<file path="src/design/fnbd_pkg.sv">
`timescale 1ns / 1ps
// shared types and constants of the four-neighbor boundary detector
// no dependencies; compiled first

package fnbd_pkg;

	// line memory depth default, handed to the top level parameter
	localparam int MAX_WIDTH_DEF = 1024;

	// field widths fixed by the register map and the result word
	localparam int IMG_W_BITS  = 11;
	localparam int ROW_W       = 16;
	localparam int OUT_COL_W   = 10;
	localparam int CFG_DATA_W  = 16;
	localparam int CFG_INDEX_W = 1;

	// register reset values
	localparam logic [IMG_W_BITS-1:0] WIDTH_RESET  = IMG_W_BITS'(1024);
	localparam logic [ROW_W-1:0]      HEIGHT_RESET = ROW_W'(1024);

	// register indexes
	localparam logic [CFG_INDEX_W-1:0] REG_IMAGE_WIDTH  = CFG_INDEX_W'(0);
	localparam logic [CFG_INDEX_W-1:0] REG_IMAGE_HEIGHT = CFG_INDEX_W'(1);

	// result queue sizing (depth is a power of two)
	localparam int RES_PER_PIXEL = 3;
	localparam int RES_DEPTH     = 4;

	typedef struct packed {
		logic pixel_in;
	} pix_t;

	typedef struct packed {
		logic                   boundary;
		logic [ROW_W-1:0]       out_row;
		logic [OUT_COL_W-1:0]   out_col;
		logic                   frame_end;
	} result_t;

	typedef struct packed {
		logic [CFG_INDEX_W-1:0] index;
		logic [CFG_DATA_W-1:0]  value;
	} cfg_t;

	// results made by one pixel, oldest in slot 0
	typedef struct packed {
		logic [RES_PER_PIXEL-1:0]    valid;
		result_t [RES_PER_PIXEL-1:0] item;
	} push_t;

endpackage

</file>
<file path="src/design/fnbd_stream_if.sv">
`timescale 1ns / 1ps
// valid/ready channel carrying one word of any packed type
// payload types come from fnbd_pkg at the instance

interface fnbd_stream_if #(
	parameter type T = logic
);
	logic valid;
	logic ready;
	T     data;

	modport source (output valid, output data, input ready);
	modport sink   (input valid, input data, output ready);
endinterface

</file>
<file path="src/design/fnbd_res_queue.sv">
`timescale 1ns / 1ps
// result queue: takes up to three results per cycle in order, drains one word a cycle while the reader is ready
// depends on fnbd_pkg and fnbd_stream_if

module fnbd_res_queue (
	input  logic            clk,
	input  logic            arst_n,
	input  fnbd_pkg::push_t push,
	output logic            space_ok,
	fnbd_stream_if.source   res
);

	localparam int PW = $clog2(fnbd_pkg::RES_DEPTH);
	localparam int NP = fnbd_pkg::RES_PER_PIXEL;

	fnbd_pkg::result_t slot_q [fnbd_pkg::RES_DEPTH];
	logic [PW-1:0] wr_ptr_q;
	logic [PW-1:0] rd_ptr_q;
	logic [PW:0]   count_q;
	logic [PW:0]   n_push;
	logic [PW-1:0] wr_idx [NP];
	logic          pop;

	// compact valid results onto consecutive free slots
	always_comb begin
		logic [PW:0] ofs;
		ofs = '0;
		for (int k = 0; k < NP; k++) begin
			wr_idx[k] = wr_ptr_q + ofs[PW-1:0];
			ofs = ofs + (PW+1)'(push.valid[k]);
		end
		n_push = ofs;
	end

	assign pop       = res.valid & res.ready;
	assign res.valid = (count_q != '0);
	assign res.data  = slot_q[rd_ptr_q];
	assign space_ok  = (count_q <= (PW+1)'(fnbd_pkg::RES_DEPTH - NP));

	always_ff @(posedge clk or negedge arst_n) begin
		if (!arst_n) begin
			wr_ptr_q <= '0;
			rd_ptr_q <= '0;
			count_q  <= '0;
		end else begin
			wr_ptr_q <= wr_ptr_q + n_push[PW-1:0];
			rd_ptr_q <= rd_ptr_q + PW'(pop);
			count_q  <= count_q + n_push - (PW+1)'(pop);
		end
	end

	always_ff @(posedge clk) begin
		for (int k = 0; k < NP; k++) begin
			if (push.valid[k]) begin
				slot_q[wr_idx[k]] <= push.item[k];
			end
		end
	end

endmodule

</file>
<file path="src/flat_wrapper.sv">
// flat-port wrapper written by rule: the top's interface ports become plain ports
module fnbd_res_queue_flat 
  (clk, arst_n, push, space_ok, res_valid, res_data, res_ready);
  fnbd_stream_if res_i ();
  input  logic clk;
  input  logic arst_n;
  input  fnbd_pkg::push_t push;
  output logic space_ok;
  output wire logic [$bits(res_i.valid)-1:0] res_valid;
  output wire logic [$bits(res_i.data)-1:0] res_data;
  input wire logic [$bits(res_i.ready)-1:0] res_ready;
  assign res_valid = res_i.valid;
  assign res_data = res_i.data;
  assign res_i.ready = res_ready;
  fnbd_res_queue u_core (.clk(clk), .arst_n(arst_n), .push(push), .space_ok(space_ok), .res(res_i));
endmodule
</file>
<file path="config.mk">
export PLATFORM = sky130hd
export DESIGN_NAME = fnbd_res_queue_flat
export DESIGN_NICKNAME = d
export VERILOG_FILES = /design/src/design/fnbd_pkg.sv /design/src/design/fnbd_stream_if.sv /design/src/design/fnbd_res_queue.sv /design/src/flat_wrapper.sv
export SDC_FILE = /design/constraint.sdc
export NUM_CORES = 1
export LEC_CHECK = 0
export ABC_CLOCK_PERIOD_IN_PS = 3300
export BUFFER_PORTS_ARGS = -buffer_cell sky130_fd_sc_hd__clkbuf_2
export CAP_MARGIN = 20
export CORE_UTILIZATION = 36
export CTS_CLUSTER_DIAMETER = 60
export DETAILED_ROUTE_END_ITERATION = 6
export GPL_TIMING_DRIVEN = 0
export HOLD_SLACK_MARGIN = 0.12
export PLACE_DENSITY = 0.92
export SLEW_MARGIN = 15
export SYNTH_ARGS = -nofsm -noshare
export SYNTH_HDL_FRONTEND = slang
export SYNTH_SLANG_ARGS = --single-unit
</file>
<file path="constraint.sdc">
create_clock -name clk -period 3.3 [get_ports clk]
set_clock_uncertainty 0.05 [all_clocks]
set_input_delay 0.165 -clock clk [delete_from_list [all_inputs] [get_ports clk]]
set_output_delay 0.165 -clock clk [all_outputs]
set_load 0.1 [all_outputs]
</file>
==> impl_results.md <==
- Critical path's slowest cell: dfrtp_1
- Number of synthesized flops with an enable pin: 4
- Register area share after synthesis: 35.4%
- Primary FF master, synth: dfrtp_1
- Min cycle time layout: 1860 ps
- Critical path's top delay family: flip-flops
- Yosys cell types: 24
- Vias: 660
- Latest clock arrival within the worst-skew pair: 270 ps
- Post-synthesis compound-gate area fraction: 10.2%
- GR Overflow Total: 0
- Crit share post-route: 56.4%
- Clock Tree Buf Depth: 2
- CP startpoint kind: register
- GRT Total Usage: 16.0%
- Leak: 0.410 nW
- Synth Warn #: 0
- Share of cells above drive strength 1: 19.4%
- HPWL Detailed: 1.39 mm
- Cell Pwr Density: 1100 mW/mm2
- Synth Area in XOR/XNOR: 15.6%
- CTS Buf Count: 3
- Crit Path Max Fanout: 5
- Average wire per standard cell: 14.2 um
- # IOs: 93
- Buffers and inverters on the worst path: 0
- First-pass GRT wire length: 2.97 mm
- Synthesized Nets: 177
- Rel. slew slack: 63.7%
- Power Total: 0.00106 W
- Post-synthesis mux area share: 3.90%
- Vert. Die Dim: 50.1 um
- Largest family of logic cells by synthesized area: adder cells
- Hold depth: 3
- Die Span X: 50.1 um
- Drt total wl: 1.72 mm
- Setup TNS: 0 ps
- Worst Hold Endpoint: u_core.rd_ptr_q[0]
- Largest net degree at the start of global routing: 9
- Core footprint: 0.00219 mm2
- GP Congestion: 1.02
- Post-CTS resize count: 0
- WP data required: 3210 ps
- Gate count after technology mapping: 77
- Vias in the first global route: 677
- Asr flop ratio synth: 63.6%
- Antenna-violating nets left: 0
- RSZ-0062 raised after global routing: false
- Crit-path cells: ha_1 -> xor3_2 -> or2_1 -> o221ai_1
- Initial antenna violation count: 0
- # setup viols final: 0
- N_diodes: 0
- Starting DRT DRC Count: 21
- Clock transition at the registers of the reported paths: 70 ps
- Drt drc: 0
- WS Path Type: register to register
- Row cnt: 17
- Reg-to-Reg End: u_core.slot_q[0][0]
- Worst r2r src: u_core.wr_ptr_q[0]
- Area Overhead vs Synth: 15.2%
- IO Port Bufs: 11
- Status: finished, final reports clean
- Worst Hold Launch: res_ready
- Starting density of the core: 38.0%
- Worst r2r path cells: 4
- Post-Synth Adder-Cell Area: 16.8%
- Flop-to-flop setup slack: 1440 ps
- CTS sink cnt: 11
- CP Data Arrival Time: 1770 ps
- Net count, final: 194
- Simple-gate portion of the synthesized area: 14.9%
- Fin. Hold Viols: 0
- Max-slew violation count: 0
- Mapped cell area: 833 um2
- Worst hold path type: input port to register
- Avg Inst Size Synth: 10.8 um2
- Root Driver: clkbuf_4
- Final WS setup: 1440 ps
- Final core occ: 43.8%
- Maximum vdd drop: 0.601 mV
- H-tree levels: 1
- Worst-Margin Slew: 546 ps
- CTS tree: yes
- Slowest cell delay on critical path: 430 ps
- DR pass1 iterations: 4
- Crit. End Element: register
- Setup slack at placement: 1250 ps
- Yosys reg bits: 11
- Max Clk Rate: 537 MHz
- Max cap viols: 0
- DIE AREA: 0.00251 mm2
- Vias per cell: 5.45
==> flip-flops by register name, indices dropped and copies added (netlist names) <==
signal           flops
u_core.count_q       3
u_core.rd_ptr_q      2
u_core.wr_ptr_q      2
u_core.slot_q        4
==> cell type report <==
| cell class | count | area (um2) |
|---|---|---|
| inverters | 5 | 18.8 |
| repair buffers | 12 | 65.1 |
| fillers | 201 | 1230 |
| multi-input cells | 60 | 512 |
| plain buffers | 1 | 7.51 |
| well taps | 28 | 35.0 |
| flip-flops and latches | 11 | 295 |
| clock buffers | 4 | 26.3 |
==> report_power, final <==
group | leakage [nW] | total, W | switching, W | internal [W]
combinational | 0.276 | 0.000679 | 0.000433 | 0.000246
sequential | 0.120 | 0.000285 | 0.0000510 | 0.000233
clock | 0.0150 | 0.0000921 | 0.0000454 | 0.0000467
total | 0.410 | 0.00106 | 0.000529 | 0.000526
==> worst reg2reg max path, stage by stage, from the launching register on <==
cell	delay, ps
dfrtp_1	430
ha_1	260
xor3_2	430
or2_1	280
o221ai_1	100
==> cells in the final DEF, fill, tap and decap left out <==
cell type      netlist  layout
a31oi_1              4       4
buf_4                1       1
clkbuf_1             0       1
clkbuf_2             0      11
clkbuf_4             0       3
dfrtp_1              7       7
dlygate4sd3_1        0       1
edfxtp_1             4       4
fa_1                 2       2
ha_1                 8       8
inv_1                5       5
mux2i_1              1       1
mux4_2               1       1
nand2_1              4       4
nand2b_1             4       4
nand3_1              5       5
nand4_1              2       2
nor2_1               2       2
nor2b_1              1       1
nor3_1               4       4
o21ai_0              5       5
o221ai_1             4       4
or2_1                1       1
or3_1                1       1
xnor2_1              8       8
xnor3_4              1       1
xor2_1               1       1
xor3_2               1       1
==> metal layers <==
metal | global-route usage [%] | vias up | wire length (um)
met2 | 28.0 | 23 | 904
met3 | 2.78 | 0 | 83
met5 | 0 | - | 0
met1 | 19.2 | 323 | 729
met4 | 5.71 | 0 | 0
li1 | - | 314 | -
==> through the flow <==
stage / area, um2 / hold slack, ps / instances
3_5_place_dp: 923 / -37.9 / 116
2_1_floorplan: 833 / -181 / 77
5_1_grt: 960 / 154 / 121
3_3_place_gp: 923 / -45.3 / 116
4_1_cts: 960 / 121 / 121
6_report: 960 / 128 / 121
==> worst max-delay path by stage <==
stage                     endpoint  slack (ps)                from  depth (start not counted)
2_1_floorplan             space_ok        1440   u_core.count_q[1]                          1
3_3_place_gp   u_core.slot_q[0][0]        1320            push[85]                          6
3_5_place_dp   u_core.slot_q[0][0]        1250            push[85]                          6
4_1_cts        u_core.slot_q[0][0]        1440  u_core.wr_ptr_q[0]                          4
5_1_grt        u_core.slot_q[0][0]        1410  u_core.wr_ptr_q[0]                          4
6_report       u_core.slot_q[0][0]        1440  u_core.wr_ptr_q[0]                          4
==> repair_timing <==
item	4_1_cts	5_1_grt
hold endpoints to repair	7	0
endpoints found under the setup margin	0	0
hold buffers	1	0
buffers inserted	0	0
==> synthesized netlist by cell type, types with 2 or more instances <==
cell type / instances / area (um2)
dfrtp_1: 7 / 175
ha_1: 8 / 100
o221ai_1: 4 / 35.0
nand3_1: 5 / 25.0
nand2_1: 4 / 15.0
nand4_1: 2 / 12.5
edfxtp_1: 4 / 120
a31oi_1: 4 / 25.0
xnor2_1: 8 / 70.1
nand2b_1: 4 / 25.0
fa_1: 2 / 40.0
nor2_1: 2 / 7.51
inv_1: 5 / 18.8
nor3_1: 4 / 20.0
o21ai_0: 5 / 25.0
==> cell families (layout without fill, tap and decap cells) <==
| family | after synthesis | count (layout) |
|---|---|---|
| AND/OR/NAND/NOR | 24 | 24 |
| AO/OA/AOI/OAI | 13 | 13 |
| XOR/XNOR | 11 | 11 |
| flip-flops | 11 | 11 |
| adder cells (fa/ha/maj) | 10 | 10 |
| buffers and inverters | 6 | 22 |
| multiplexers | 2 | 2 |
(Power assumes the default switching activity.)
